--- src/rtl/ulgm_pkg.sv ---
// Shared types, codes, glyph ROM and cursor helpers of the glyph mapper.
// Used by every RTL module of the block; depends on nothing.
`default_nettype none

package ulgm_pkg;

  localparam int MAX_SLOTS = 8;
  localparam int SLOT_W    = 3;
  localparam int ROM_LEN   = 15;
  localparam int ROM_IW    = 4;

  // input actions
  localparam logic [2:0] ACT_TEXT   = 3'd0;
  localparam logic [2:0] ACT_END    = 3'd1;
  localparam logic [2:0] ACT_NEWLN  = 3'd2;
  localparam logic [2:0] ACT_SETCUR = 3'd3;
  localparam logic [2:0] ACT_CLEAR  = 3'd4;
  localparam logic [2:0] ACT_HOME   = 3'd5;
  localparam logic [2:0] ACT_MAPRST = 3'd6;

  // result kinds
  localparam logic [2:0] KIND_GLYPH  = 3'd0;
  localparam logic [2:0] KIND_WRITE  = 3'd1;
  localparam logic [2:0] KIND_CLEAR  = 3'd2;
  localparam logic [2:0] KIND_HOME   = 3'd3;
  localparam logic [2:0] KIND_SETCUR = 3'd4;

  // register indexes
  localparam logic [1:0] CFG_COLUMNS  = 2'd0;
  localparam logic [1:0] CFG_ROWS     = 2'd1;
  localparam logic [1:0] CFG_RESERVED = 2'd2;

  localparam logic [7:0] LEAD_C2 = 8'hC2;
  localparam logic [7:0] LEAD_C3 = 8'hC3;

  localparam logic [7:0] ROM_LEAD [ROM_LEN] = '{
    8'hC3, 8'hC3, 8'hC3, 8'hC3, 8'hC3, 8'hC3, 8'hC2, 8'hC2,
    8'hC2, 8'hC3, 8'hC3, 8'hC3, 8'hC3, 8'hC3, 8'hC3
  };

  localparam logic [7:0] ROM_TRAIL [ROM_LEN] = '{
    8'hA1, 8'hA9, 8'hAD, 8'hB3, 8'hBA, 8'hB1, 8'hB0, 8'hA1,
    8'hBF, 8'h81, 8'h89, 8'h8D, 8'h93, 8'h9A, 8'h91
  };

  localparam logic [7:0] ROM_FALLBACK [ROM_LEN] = '{
    8'h61, 8'h65, 8'h69, 8'h6F, 8'h75, 8'h6E, 8'h6F, 8'h21,
    8'h3F, 8'h61, 8'h65, 8'h69, 8'h6F, 8'h75, 8'h6E
  };

  // pixel rows, top row first
  localparam logic [4:0] ROM_ROWS [ROM_LEN][8] = '{
    '{5'h01, 5'h02, 5'h0E, 5'h01, 5'h0E, 5'h11, 5'h0E, 5'h00},
    '{5'h01, 5'h02, 5'h0E, 5'h11, 5'h1F, 5'h10, 5'h0E, 5'h00},
    '{5'h02, 5'h04, 5'h00, 5'h0C, 5'h04, 5'h04, 5'h0E, 5'h00},
    '{5'h01, 5'h02, 5'h0E, 5'h11, 5'h11, 5'h11, 5'h0E, 5'h00},
    '{5'h02, 5'h04, 5'h11, 5'h11, 5'h11, 5'h13, 5'h0D, 5'h00},
    '{5'h0E, 5'h00, 5'h16, 5'h19, 5'h11, 5'h11, 5'h11, 5'h00},
    '{5'h0C, 5'h12, 5'h0C, 5'h00, 5'h00, 5'h00, 5'h00, 5'h00},
    '{5'h04, 5'h00, 5'h00, 5'h04, 5'h04, 5'h04, 5'h04, 5'h00},
    '{5'h04, 5'h00, 5'h04, 5'h08, 5'h10, 5'h11, 5'h0E, 5'h00},
    '{5'h04, 5'h0A, 5'h0E, 5'h01, 5'h0F, 5'h11, 5'h0F, 5'h00},
    '{5'h04, 5'h0A, 5'h1F, 5'h10, 5'h1E, 5'h10, 5'h1F, 5'h00},
    '{5'h08, 5'h10, 5'h0E, 5'h04, 5'h04, 5'h04, 5'h0E, 5'h00},
    '{5'h04, 5'h0A, 5'h0E, 5'h11, 5'h11, 5'h11, 5'h0E, 5'h00},
    '{5'h04, 5'h0A, 5'h11, 5'h11, 5'h11, 5'h11, 5'h0E, 5'h00},
    '{5'h0E, 5'h00, 5'h11, 5'h19, 5'h15, 5'h13, 5'h11, 5'h00}
  };

  typedef struct packed {
    logic              hit;
    logic [ROM_IW-1:0] idx;
  } rom_hit_t;

  typedef struct packed {
    logic [5:0] col;
    logic [2:0] row;
  } cur_t;

  typedef struct packed {
    cur_t pos;
    cur_t nxt;
  } cur_wr_t;

  typedef struct packed {
    logic              assign_en;
    logic              clear_all;
    logic              res_we;
    logic [SLOT_W-1:0] slot;
    logic [7:0]        res_value;
  } alloc_cmd_t;

  typedef struct packed {
    logic              any_free;
    logic [SLOT_W-1:0] low_slot;
    logic [3:0]        free_cnt;
  } alloc_stat_t;

  // layout of m_tdata, lowest field last
  typedef struct packed {
    logic              pad;
    logic [3:0]        free_slots;
    logic [4:0]        glyph_bits;
    logic [2:0]        glyph_line;
    logic [SLOT_W-1:0] glyph_slot;
    logic [7:0]        char_code;
    logic [1:0]        pos_row;
    logic [5:0]        pos_col;
  } out_word_t;

  function automatic rom_hit_t rom_find(input logic [7:0] lead, input logic [7:0] trail);
    rom_hit_t r;
    r = '0;
    for (int i = ROM_LEN - 1; i >= 0; i--) begin
      if (ROM_LEAD[i] == lead && ROM_TRAIL[i] == trail) begin
        r.hit = 1'b1;
        r.idx = ROM_IW'(i);
      end
    end
    return r;
  endfunction

  function automatic cur_t line_end(input cur_t c, input logic [3:0] rused);
    cur_t       r;
    logic [3:0] row4;
    row4 = {1'b0, c.row} + 4'd1;
    if (row4 >= rused) row4 = rused - 4'd1;
    r.col = '0;
    r.row = row4[2:0];
    return r;
  endfunction

  // position of a character write and the cursor after it
  function automatic cur_wr_t cursor_write(input cur_t c, input logic [6:0] cused,
                                           input logic [3:0] rused);
    cur_wr_t    w;
    cur_t       p;
    logic [6:0] nc;
    p = c;
    if ({1'b0, p.col} >= cused) p = line_end(p, rused);
    if ({1'b0, p.row} >= rused) p.row = 3'(rused - 4'd1);
    w.pos = p;
    nc = {1'b0, p.col} + 7'd1;
    if (nc >= cused) begin
      w.nxt = line_end(p, rused);
    end else begin
      w.nxt.col = nc[5:0];
      w.nxt.row = p.row;
    end
    return w;
  endfunction

endpackage

`default_nettype wire

--- src/rtl/ulgm_slot_mem.sv ---
// Slot-of-character memory: one write port, one registered read port.
// Uses ulgm_pkg for the slot width.
`default_nettype none

module ulgm_slot_mem #(
  parameter int DEPTH = 15,
  parameter int AW    = 4
) (
  input  logic                          clk,
  input  logic                          we,
  input  logic [AW-1:0]                 waddr,
  input  logic [ulgm_pkg::SLOT_W-1:0]   wdata,
  input  logic                          re,
  input  logic [AW-1:0]                 raddr,
  output logic [ulgm_pkg::SLOT_W-1:0]   rdata
);
  import ulgm_pkg::*;

  logic [SLOT_W-1:0] mem [DEPTH];

  always_ff @(posedge clk) begin
    if (we) mem[waddr] <= wdata;
  end

  always_ff @(posedge clk) begin
    if (re) rdata <= mem[raddr];
  end

endmodule

`default_nettype wire

--- src/rtl/ulgm_alloc.sv ---
// Glyph slot bookkeeping: reserved mask, occupancy, owner of each slot.
// Qualifies slot memory entries and finds the lowest free slot; uses ulgm_pkg.
`default_nettype none

module ulgm_alloc #(
  parameter int NUM_SLOTS = 8,
  parameter int IDX_W     = 4
) (
  input  logic                          clk,
  input  logic                          rst,
  input  ulgm_pkg::alloc_cmd_t          cmd,
  input  logic [IDX_W-1:0]              idx,
  input  logic [ulgm_pkg::SLOT_W-1:0]   q_slot,
  output logic                          owned,
  output ulgm_pkg::alloc_stat_t         stat
);
  import ulgm_pkg::*;

  localparam logic [MAX_SLOTS-1:0] SLOT_MASK = MAX_SLOTS'((1 << NUM_SLOTS) - 1);

  logic [MAX_SLOTS-1:0] reserved;
  logic [MAX_SLOTS-1:0] used;
  logic [MAX_SLOTS-1:0] used_next;
  logic [MAX_SLOTS-1:0] free_mask;
  logic [IDX_W-1:0]     owner [MAX_SLOTS];

  always_comb begin
    used_next = used;
    if (cmd.clear_all) used_next = '0;
    // drop mappings that land on a newly reserved slot
    if (cmd.res_we) used_next = used_next & ~(cmd.res_value & ~reserved);
    if (cmd.assign_en) used_next[cmd.slot] = 1'b1;
  end

  always_ff @(posedge clk) begin
    if (rst) begin
      reserved <= '0;
      used     <= '0;
    end else begin
      used <= used_next;
      if (cmd.res_we) reserved <= cmd.res_value;
    end
  end

  always_ff @(posedge clk) begin
    if (cmd.assign_en) owner[cmd.slot] <= idx;
  end

  assign free_mask = SLOT_MASK & ~reserved & ~used;

  always_comb begin
    stat = '0;
    for (int s = MAX_SLOTS - 1; s >= 0; s--) begin
      if (free_mask[s]) begin
        stat.any_free = 1'b1;
        stat.low_slot = SLOT_W'(s);
      end
    end
    for (int s = 0; s < MAX_SLOTS; s++) begin
      stat.free_cnt = stat.free_cnt + {3'b000, free_mask[s]};
    end
  end

  assign owned = used[q_slot] && SLOT_MASK[q_slot] && (owner[q_slot] == idx);

endmodule

`default_nettype wire

--- src/rtl/utf8_accent_lcd_glyph_mapper.sv ---
// Top level of the UTF-8 accent to character-LCD glyph mapper.
// Uses ulgm_pkg, ulgm_slot_mem and ulgm_alloc.
//
//   Channel  Direction  Signals                                   One word is
//   s        in         s_tvalid s_tready s_tdata                 one text byte or command
//   m        out        m_tvalid m_tready m_tdata m_tuser m_tlast one LCD command
//   cfg      in         cfg_we cfg_index cfg_data                 one register write
//
// A plain byte goes through accept, decode and write (idle, main and char states);
// a held lead byte written out first adds the flush state, and a first-seen accented
// character adds its glyph rows; the sequencer gives one word per cycle unless m stalls.
// The slot memory is read in the accept cycle and its data is used in the decode state.
// Reset sets 16 columns and 2 rows and clears cursor, held byte, reserved mask and slot
// occupancy; no clearing pass, as the occupancy table qualifies every slot memory entry.
// A stall on m holds the sequencer; s_tready is high only while the sequencer is idle.
`default_nettype none

module utf8_accent_lcd_glyph_mapper #(
  parameter int NUM_SPECIALS = 15,
  parameter int NUM_SLOTS    = 8,
  parameter int MAX_COLUMNS  = 40,
  parameter int MAX_ROWS     = 4
) (
  input  logic        clk,
  input  logic        rst,
  input  logic        s_tvalid,
  output logic        s_tready,
  input  logic [23:0] s_tdata,   // action[2:0], text_byte[10:3], target_col[16:11],
                                 // target_row[19:17], zero[23:20]
  output logic        m_tvalid,
  input  logic        m_tready,
  output logic [31:0] m_tdata,   // pos_col[5:0], pos_row[7:6], char_code[15:8],
                                 // glyph_slot[18:16], glyph_line[21:19],
                                 // glyph_bits[26:22], free_slots[30:27], zero[31]
  output logic [2:0]  m_tuser,   // kind[2:0]
  output logic        m_tlast,
  input  logic        cfg_we,
  input  logic [1:0]  cfg_index,
  input  logic [7:0]  cfg_data
);
  import ulgm_pkg::*;

  localparam int IDX_W = (NUM_SPECIALS > 1) ? $clog2(NUM_SPECIALS) : 1;

  localparam logic [2:0] ST_IDLE  = 3'd0;
  localparam logic [2:0] ST_FLUSH = 3'd1;
  localparam logic [2:0] ST_MAIN  = 3'd2;
  localparam logic [2:0] ST_GLYPH = 3'd3;
  localparam logic [2:0] ST_CHAR  = 3'd4;
  localparam logic [2:0] ST_CMD   = 3'd5;

  logic [2:0]        state;
  logic [5:0]        columns;
  logic [2:0]        rows;
  logic              held_valid;
  logic [7:0]        held_byte;
  cur_t              cur;
  logic [2:0]        act;
  logic [7:0]        byt;
  logic [5:0]        tcol;
  logic [2:0]        trow;
  logic              hit;
  logic [ROM_IW-1:0] ridx;
  logic [7:0]        code;
  logic [SLOT_W-1:0] gslot;
  logic [2:0]        gline;

  logic [2:0]        in_action;
  logic [7:0]        in_byte;
  logic [6:0]        cused;
  logic [3:0]        rused;
  rom_hit_t          fnd;
  logic              in_hit;
  logic              in_flush;
  logic              s_accept;
  logic              out_free;
  logic              byt_lead;
  logic              more;
  cur_wr_t           wr;
  cur_t              setc;
  logic [IDX_W-1:0]  midx;
  logic [SLOT_W-1:0] mem_rdata;
  logic              owned;
  alloc_cmd_t        cmd;
  alloc_stat_t       stat;
  logic              emit;
  out_word_t         eword;
  logic [2:0]        ekind;
  logic              elast;

  assign in_action = s_tdata[2:0];
  assign in_byte   = s_tdata[10:3];

  assign cused = (columns == 6'd0) ? 7'd1 :
                 ({1'b0, columns} > 7'(MAX_COLUMNS)) ? 7'(MAX_COLUMNS) : {1'b0, columns};
  assign rused = (rows == 3'd0) ? 4'd1 :
                 ({1'b0, rows} > 4'(MAX_ROWS)) ? 4'(MAX_ROWS) : {1'b0, rows};

  assign s_tready = (state == ST_IDLE);
  assign s_accept = s_tvalid && s_tready;
  assign out_free = !m_tvalid || m_tready;

  assign fnd      = rom_find(held_byte, in_byte);
  assign in_hit   = held_valid && (in_action == ACT_TEXT) && fnd.hit &&
                    (int'(fnd.idx) < NUM_SPECIALS);
  assign in_flush = held_valid && !in_hit && (in_action <= ACT_MAPRST);

  assign midx     = IDX_W'(ridx);
  assign byt_lead = (byt == LEAD_C2) || (byt == LEAD_C3);
  assign more     = ((act == ACT_TEXT) && !byt_lead) ||
                    (act inside {ACT_SETCUR, ACT_CLEAR, ACT_HOME});

  assign wr = cursor_write(cur, cused, rused);

  always_comb begin
    setc.col = ({1'b0, tcol} < cused) ? tcol : 6'(cused - 7'd1);
    setc.row = ({1'b0, trow} < rused) ? trow : 3'(rused - 4'd1);
  end

  // slot allocation and map commands
  always_comb begin
    cmd           = '0;
    cmd.slot      = stat.low_slot;
    cmd.res_value = cfg_data;
    cmd.res_we    = cfg_we && (cfg_index == CFG_RESERVED);
    cmd.assign_en = (state == ST_MAIN) && (act == ACT_TEXT) && hit && !owned &&
                    stat.any_free;
    cmd.clear_all = (state == ST_MAIN) && (act == ACT_MAPRST);
  end

  ulgm_slot_mem #(
    .DEPTH (NUM_SPECIALS),
    .AW    (IDX_W)
  ) u_slot_mem (
    .clk   (clk),
    .we    (cmd.assign_en),
    .waddr (midx),
    .wdata (stat.low_slot),
    .re    (s_accept),
    .raddr (IDX_W'(fnd.idx)),
    .rdata (mem_rdata)
  );

  ulgm_alloc #(
    .NUM_SLOTS (NUM_SLOTS),
    .IDX_W     (IDX_W)
  ) u_alloc (
    .clk    (clk),
    .rst    (rst),
    .cmd    (cmd),
    .idx    (midx),
    .q_slot (mem_rdata),
    .owned  (owned),
    .stat   (stat)
  );

  // word for the output register
  always_comb begin
    eword            = '0;
    eword.free_slots = stat.free_cnt;
    ekind            = KIND_WRITE;
    elast            = 1'b1;
    emit             = out_free && (state inside {ST_FLUSH, ST_GLYPH, ST_CHAR, ST_CMD});
    case (state)
      ST_FLUSH: begin
        eword.pos_col   = wr.pos.col;
        eword.pos_row   = wr.pos.row[1:0];
        eword.char_code = held_byte;
        elast           = !more;
      end
      ST_CHAR: begin
        eword.pos_col   = wr.pos.col;
        eword.pos_row   = wr.pos.row[1:0];
        eword.char_code = code;
      end
      ST_GLYPH: begin
        ekind            = KIND_GLYPH;
        eword.glyph_slot = gslot;
        eword.glyph_line = gline;
        eword.glyph_bits = ROM_ROWS[ridx][gline];
        elast            = 1'b0;
      end
      ST_CMD: begin
        case (act)
          ACT_SETCUR: begin
            ekind         = KIND_SETCUR;
            eword.pos_col = setc.col;
            eword.pos_row = setc.row[1:0];
          end
          ACT_CLEAR: ekind = KIND_CLEAR;
          default:   ekind = KIND_HOME;
        endcase
      end
      default: begin
        elast = 1'b1;
      end
    endcase
  end

  always_ff @(posedge clk) begin
    if (rst) begin
      state      <= ST_IDLE;
      columns    <= 6'd16;
      rows       <= 3'd2;
      held_valid <= 1'b0;
      held_byte  <= 8'd0;
      cur        <= '0;
      m_tvalid   <= 1'b0;
    end else begin
      if (cfg_we && cfg_index == CFG_COLUMNS) columns <= cfg_data[5:0];
      if (cfg_we && cfg_index == CFG_ROWS) rows <= cfg_data[2:0];

      if (out_free) begin
        m_tvalid <= emit;
        if (emit) begin
          m_tdata <= eword;
          m_tuser <= ekind;
          m_tlast <= elast;
        end
      end

      case (state)
        ST_IDLE: begin
          if (s_accept && in_action <= ACT_MAPRST) begin
            act   <= in_action;
            byt   <= in_byte;
            tcol  <= s_tdata[16:11];
            trow  <= s_tdata[19:17];
            hit   <= in_hit;
            ridx  <= fnd.idx;
            state <= in_flush ? ST_FLUSH : ST_MAIN;
          end
        end
        ST_FLUSH: begin
          if (emit) begin
            cur        <= wr.nxt;
            held_valid <= 1'b0;
            state      <= ST_MAIN;
          end
        end
        ST_MAIN: begin
          state <= ST_IDLE;
          case (act)
            ACT_TEXT: begin
              if (hit) begin
                held_valid <= 1'b0;
                gline      <= 3'd0;
                gslot      <= stat.low_slot;
                if (owned) begin
                  code  <= {{(8 - SLOT_W){1'b0}}, mem_rdata};
                  state <= ST_CHAR;
                end else if (stat.any_free) begin
                  code  <= {{(8 - SLOT_W){1'b0}}, stat.low_slot};
                  state <= ST_GLYPH;
                end else begin
                  code  <= ROM_FALLBACK[ridx];
                  state <= ST_CHAR;
                end
              end else if (byt_lead) begin
                held_valid <= 1'b1;
                held_byte  <= byt;
              end else begin
                code  <= byt;
                state <= ST_CHAR;
              end
            end
            ACT_NEWLN: cur <= line_end(cur, rused);
            ACT_SETCUR, ACT_CLEAR, ACT_HOME: state <= ST_CMD;
            default: state <= ST_IDLE;
          endcase
        end
        ST_GLYPH: begin
          if (emit) begin
            gline <= gline + 3'd1;
            if (gline == 3'd7) state <= ST_CHAR;
          end
        end
        ST_CHAR: begin
          if (emit) begin
            cur   <= wr.nxt;
            state <= ST_IDLE;
          end
        end
        ST_CMD: begin
          if (emit) begin
            cur   <= (act == ACT_SETCUR) ? setc : '0;
            state <= ST_IDLE;
          end
        end
        default: state <= ST_IDLE;
      endcase
    end
  end

endmodule

`default_nettype wire

--- config.mk ---
export PLATFORM = sky130hd
export DESIGN_NAME = utf8_accent_lcd_glyph_mapper
export DESIGN_NICKNAME = d
export VERILOG_FILES = /design/src/rtl/ulgm_pkg.sv /design/src/rtl/ulgm_slot_mem.sv /design/src/rtl/ulgm_alloc.sv /design/src/rtl/utf8_accent_lcd_glyph_mapper.sv
export SDC_FILE = /design/constraint.sdc
export NUM_CORES = 1
export LEC_CHECK = 0
export BUFFER_PORTS_ARGS = -buffer_cell sky130_fd_sc_hd__buf_2
export CORE_MARGIN = 2
export CORE_UTILIZATION = 48
export CTS_BUF_LIST = sky130_fd_sc_hd__clkbuf_4 sky130_fd_sc_hd__clkbuf_8
export DETAILED_ROUTE_END_ITERATION = 12
export GPL_TIMING_DRIVEN = 0
export PLACE_DENSITY = 0.66
export SLEW_MARGIN = 20
export SYNTH_ARGS = -nofsm -noshare
export SYNTH_HDL_FRONTEND = slang
export SYNTH_SLANG_ARGS = --single-unit
--- constraint.sdc ---
create_clock -name clk -period 7.6 [get_ports clk]
set_clock_uncertainty 0.1 [all_clocks]
set_input_delay 1.52 -clock clk [delete_from_list [all_inputs] [get_ports clk]]
set_output_delay 1.52 -clock clk [all_outputs]
set_load 0.05 [all_outputs]
* Word-level counts from Yosys, hierarchy flattened
Memory sizes are Yosys's and may differ from the RTL's. A register that Yosys moved wholly into a read port is not among the register bits.
Cells that the tools add are included.
** Operators by class
- $add $sub $neg :: 13
- $mul :: 0
- Divide/modulo/power cells :: 0
- Order comparisons :: 16
- Eq/ne operators :: 44
- Shift operators :: 0
- Multiplexer cells :: 87
- Bitwise operators :: 11
- Reductions and logical operators :: 66
** Operators by type and width (number)
- $eq A8 B8 Y1 const A :: 16
- $mux W5 :: 17
- $mux W40 :: 2
- $mux W8 :: 10
- $mux W3 :: 18
- $mux W9 :: 6
- $logic_and A1 B1 Y1 :: 35
- $mux W4 :: 8
- $pmux W8 S2 :: 2
- $pmux W9 S3 :: 1
- $add A4 B1 Y4 :: 6
- $and A8 B8 Y8 :: 3
- $not A8 Y8 :: 3
- $pmux W3 S2 :: 4
- $reduce_and A4 Y1 :: 5
- $eq A3 B3 Y1 const B :: 6
- $mux W6 :: 3
- $eq A8 B8 Y1 const B :: 2
- $bmux W5 S3 :: 1
- $pmux W3 S5 :: 1
- $eq A3 B2 Y1 const B :: 4
- $logic_not A3 Y1 :: 4
- $ne A2 B1 Y1 const B :: 6
- $ne A2 B2 Y1 const B :: 5
- other kinds (45) :: 69
** Word-level totals
- Bits in registers :: 121
- Bits in latches :: 0
- Bits in writable memories :: 77
- ROM bits :: 776
- Input port bits :: 39
- Output and inout bits :: 38
- Word-level logic and storage cells :: 265
- Memories kept :: 5
** Memories
- (no name shown) :: depth 16, width 40, rd ports 1, clocked after memory_dff 0, write ports 0, RTL line utf8_accent_lcd_glyph_mapper.sv:180 : eword.glyph_bits = ROM_ROWS[ridx][gline];
- (no name shown) :: depth 16, width 8, rd ports 1, clocked after memory_dff 0, write ports 0, RTL line utf8_accent_lcd_glyph_mapper.sv:256 : code <= ROM_FALLBACK[ridx];
- u_slot_mem.mem :: depth 15, width 3, rd ports 1, clocked after memory_dff 1, write ports 1, RTL line ulgm_slot_mem.sv:19 : logic [SLOT_W-1:0] mem [DEPTH];
- u_alloc.owner :: depth 8, width 4, rd ports 1, clocked after memory_dff 0, write ports 1, RTL line ulgm_alloc.sv:25 : logic [IDX_W-1:0] owner [MAX_SLOTS];
- (no name shown) :: depth 8, width 1, rd ports 1, clocked after memory_dff 0, write ports 0, RTL line ulgm_alloc.sv:64 : assign owned = used[q_slot] && SLOT_MASK[q_slot] && (owner[q_slot] == idx);

* Logic depth before layout (Yosys ltp)
- Depth after elaboration :: 25
- Depth in mapped cells :: 25

* Cells and area by module
From an unflattened synthesis, not the netlist that was laid out.
** Second synthesis, totals
- Cells, all modules :: 1024
- Area, all modules :: 10910.5 um^2
** Modules (own cells, without submodules)
- utf8_accent_lcd_glyph_mapper :: times used 1, cells an instance 749, area an instance 6713.9 um^2, seq. area each 2842.7 um^2
- ulgm_alloc :: times used 1, cells an instance 173, area an instance 2263.4 um^2, seq. area each 1281.2 um^2
- ulgm_slot_mem :: times used 1, cells an instance 102, area an instance 1933.1 um^2, seq. area each 1441.4 um^2

* Worst setup path after synthesis
No wires, ideal clock.
- Path type :: reg-to-reg
- Start point :: reg columns[3]
- End point :: reg cur[2] (netlist name)
- Library setup time :: 138 ps
- Data arrival time :: 5123 ps
- Slack :: 2238 ps
- Stages on the path, launching flop included :: 26
- Clock period less this slack :: 5362 ps
- Path through :: dfxtp_1 clkbuf_2 o21ai_0 a22oi_1 inv_1 ha_1 nand2b_1 a31oi_1 o21ai_2 mux2i_1 ha_1 nand2b_1 a21o_1 a211o_2 or3_1 o211ai_1 inv_1 ha_1 ha_1 a21o_1 a21oi_1 nor2_1 o21ai_0 o41ai_4 a211oi_2 o32ai_2
** On the way
- Word-level cells in the longest chain between the ends :: 13
- Elaborated cells on any way between the ends :: 16
- Classes of those cells :: add/sub (2); order compare (5); mux (8); reduce/logical (1)
** Ends and longest elaborated chain
- start: declaration :: RTL line utf8_accent_lcd_glyph_mapper.sv:53 : logic [5:0] columns;
- start signal: assignment :: RTL line utf8_accent_lcd_glyph_mapper.sv:210 : if (cfg_we && cfg_index == CFG_COLUMNS) columns <= cfg_data[5:0];
- $gt A6 B6 Y1 :: RTL line utf8_accent_lcd_glyph_mapper.sv:95 : ({1'b0, columns} > 7'(MAX_COLUMNS)) ? 7'(MAX_COLUMNS) : {1'b0, columns};
- $mux W6 :: RTL line utf8_accent_lcd_glyph_mapper.sv:95
- $mux W6 (*) :: RTL line utf8_accent_lcd_glyph_mapper.sv:94 : assign cused = (columns == 6'd0) ? 7'd1 :
- $ge A6 B6 Y1 :: RTL line ulgm_pkg.sv:140 : if ({1'b0, p.col} >= cused) p = line_end(p, rused);
- $mux W9 :: RTL line ulgm_pkg.sv:140
- $ge A3 B3 Y1 :: RTL line ulgm_pkg.sv:141 : if ({1'b0, p.row} >= rused) p.row = 3'(rused - 4'd1);
- $mux W3 :: RTL line ulgm_pkg.sv:141
- $add A3 B1 Y4 :: RTL line ulgm_pkg.sv:126 : row4 = {1'b0, c.row} + 4'd1;
- $ge A4 B3 Y1 :: RTL line ulgm_pkg.sv:127 : if (row4 >= rused) row4 = rused - 4'd1;
- $mux W3 :: RTL line ulgm_pkg.sv:127
- $mux W9 (*) :: RTL line ulgm_pkg.sv:144 : if (nc >= cused) begin
- $mux W9 (*) :: RTL line utf8_accent_lcd_glyph_mapper.sv:235, utf8_accent_lcd_glyph_mapper.sv:279
- $pmux W9 S3 (*) :: RTL line utf8_accent_lcd_glyph_mapper.sv:222 : case (state)
- end signal: assignment :: RTL line utf8_accent_lcd_glyph_mapper.sv:236 : cur <= wr.nxt;
- end signal: assignment :: RTL line utf8_accent_lcd_glyph_mapper.sv:280 : cur <= wr.nxt;
- end signal: assignment :: RTL line utf8_accent_lcd_glyph_mapper.sv:286 : cur <= (act == ACT_SETCUR) ? setc : '0;
- end: declaration :: RTL line utf8_accent_lcd_glyph_mapper.sv:57 : cur_t cur;
Every way passes the cells marked *; elsewhere a longest branch is shown, timed or not. The select of a mux whose other input is x is not followed.
A chain may end at the register's enable or synchronous reset.

* Worst setup path in the final report
- Start point :: reg columns[4]
- End point :: reg cur[2] (netlist name)
The elaborated chain is that of the path after synthesis.

==> metrics.cfg <==
[setup_path]
r2r-start=columns[4]
crit_path_max_incr_delay_ns=0.44
start_kind=flop
reg2regPathDepth=25
worst_path_max_delay_cell=o21ai_2
required_ns=7.88
critPathBufInv=3
timing.rr.end=cur[2]
crit_family=compound AO/OA/AOI/OAI gates
endpoint_kind=flop
reg2reg_slack_ns=1.27
cpMostUsedCell=ha_1
criticalPathCategory=reg -> reg
worstPathArrival_ns=6.62
path_max_fanout=9

[logic_synthesis]
synth_edf_count=154
synth_area_sq_um=11000
syn_inst=1045
yosys.area.top_type_share_pct=42.1
ys_warn_count=0
synth-main-ff-cell=edfxtp_1
synthTopCellsByArea=edfxtp_1 42%, dfxtp_1 8.6%, ha_1 5.0%
avgSynthCellArea_sq_um=10.5
synth-seq-cells=201
synthDistinctLibCells=80
synthArstFlopShare_pct=0
yosysTopAreaCell=edfxtp_1
synth_nets=1132
synth-seq-area-share_pct=50.7

[clocking]
clock_latency_ns=0.53
postCtsSetupRepairBufs=0
htree_levels=2
cts_sinks=201
clockRootBuffer=clkbuf_8
clk_path_buf_depth=3
hold_buffers=0
cts_tree=built
cts-buffers-inserted=35
cts.clk_slew.worst_paths_ns=0.06
ctsResizeCount=0

[timing]
setup_viol=0
setup_tns_ns=0
hold_viol_final=0
tightestPinTransition_ns=0.813
max_slew_margin_pct=45.4
report.final.slew_viol_count=0
rsz0062_at_grt=no
finalCritPeriodShare_pct=83.3
fin_crit_ns=6.33
fmax_ghz=0.158
hold-worst-slack_ns=0.365

[hold_path]
hp-class=reg -> reg
holdCritStartpoint=u_alloc.reserved[4]
worstHoldPathCells=2
whs_endpoint=u_alloc.reserved[4]

[pwr]
p_leak_nw=4.63
power.total_mw=2.64
powerDensity_nw_per_um2=211
vdd_drop_max_v=0.000138

[routing]
drt-pass1-iter-count=5
vias=8588
drt_iter0_drc=607
routed_wl_um=28000
vias_per_cell=5.85
wl_per_cell_um=19.1
ant_nets=0
drc=0

[place]
hpwl_um=20700
gp_congestion=0.937
port_buffers=71

[die]
dieHeight_um=155
num_io_pins=77
rows=55
coreArea_sq_um=22600
start_util_pct=48.7
dieArea_sq_um=24100
die_w_um=155

[cells_and_area]
fillers=1992
drive_gt1_share_pct=16.1
regArea_sq_um=5570
antennaDiodeCount=0
layout.nets=1243
area_delta_synth_final_pct=13.9
multiInputGateArea_sq_um=5050

[outcome]
status=finished, final reports clean

[global_route]
track_usage_pct=23.5
grt_overflow=0
grt_pass1_vias=8246
grt_max_degree=21
grt_pass1_wl_um=44500
antenna_found_initial=1

[run]
drv_cap=0

## Yosys cell counts (17+ instances only)
library cell    n
a21oi_1        61
edfxtp_1      154
mux2i_1        52
nand3_1        20
clkbuf_1       37
o21ai_0        63
nand2b_1       22
nor2_1         98
dfxtp_1        47
nand2_1       111
o211ai_1       17
ha_1           44
inv_1          44
nor3_1         23
## where the power goes
part / internal [mW] / switching, mW
logic: 0.142 / 0.254
registers: 1.20 / 0.0171
clock network: 0.584 / 0.443
## cell usage in the layout (no fill, tap or decap), types with 8 or more instances in the layout
cell type,count
a211oi_1,12
a21oi_1,61
a221oi_1,8
a22oi_1,15
and2_1,8
and3_1,10
buf_2,78
clkbuf_1,37
clkbuf_4,18
clkbuf_8,38
dfxtp_1,47
edfxtp_1,154
ha_1,44
inv_1,44
mux2_2,8
mux2i_1,52
mux4_2,10
nand2_1,111
nand2b_1,22
nand3_1,20
nor2_1,95
nor2b_1,15
nor3_1,23
o211ai_1,17
o21ai_0,63
o22ai_1,10
xnor2_1,12
## metrics by stage
stage	std cells	area, sq um	setup WS, ns	util (%)
floorplan	1045	11000	2.24	-
global placement	1401	11700	1.42	51.8
detailed placement	1404	11800	1.32	52.2
CTS	1468	12500	1.31	55.4
global route	1468	12500	0.882	55.4
finish	1468	12500	1.27	55.4
## registers in the layout, indices dropped and copies added, names as in the netlist, 8 cells and up
register / cells
u_slot_mem.mem: 45
u_alloc.owner: 32
m_tdata: 31
cur: 9
byt: 8
code: 8
held_byte: 8
u_alloc.reserved: 8
u_alloc.used: 8
## area by class of cell
cell class,count,share of cell area [%]
clock buffer,56,5.26
multi-input combinational,746,40.4
buffer,53,1.84
timing repair buffer,74,3.32
tap,285,2.85
inverter,45,1.35
sequential,201,44.5
clock inverter,8,0.530
## logic make-up (layout without fill, tap and decap cells)
logic type | count (synthesis) | in the layout | synth area share [%]
and+or+nand+nor | 354 | 354 | 15.5
AOI/OAI and AO/OA | 255 | 255 | 15.4
DFF | 201 | 201 | 50.7
other | 1 | 1 | 0.0341
buffers and inverters | 98 | 236 | 3.63
muxes | 70 | 70 | 7.61
xor gates and xnor gates | 18 | 18 | 1.44
adders and majority gates | 48 | 48 | 5.74
## how the worst max path moves through the flow
stage	start	end	slack (ns)	cells past startpoint
floorplan	columns[3]	cur[2]	2.24	25
global placement	columns[4]	cur[2]	1.42	25
detailed placement	columns[4]	cur[2]	1.32	25
CTS	columns[4]	cur[2]	1.31	25
global route	columns[4]	cur[2]	0.88	25
finish	columns[4]	cur[2]	1.27	25
## routing by layer
metal  track usage, %  wire length [um]  vias up  part of all wire, %
met1             32.8             12700     4111                   45
met4             7.03               604        2                  2.2
met5                0                13        -                0.046
met2             37.8             12900      309                   46
met3             3.87              1750       51                  6.3
li1                 -                 -     4115                    -
## worst register-to-register path, cell delays in order (launching register included)
cell and delay (ns):
dfxtp_1 0.30, buf_2 0.20, o21ai_0 0.15, a22oi_1 0.33, inv_1 0.14, ha_1 0.29, nand2b_1 0.10, a31oi_1 0.17
o21ai_2 0.44, mux2i_1 0.35, ha_1 0.28, nand2b_1 0.14, a21o_1 0.20, a211o_2 0.34, or3_1 0.30, o211ai_1 0.36
inv_1 0.10, ha_1 0.35, ha_1 0.29, a21o_1 0.16, a21oi_1 0.39, nor2_1 0.08, o21ai_0 0.16, o41ai_4 0.15
a211oi_2 0.23, o32ai_2 0.11
Note: power is estimated with default switching activity, not from simulation.
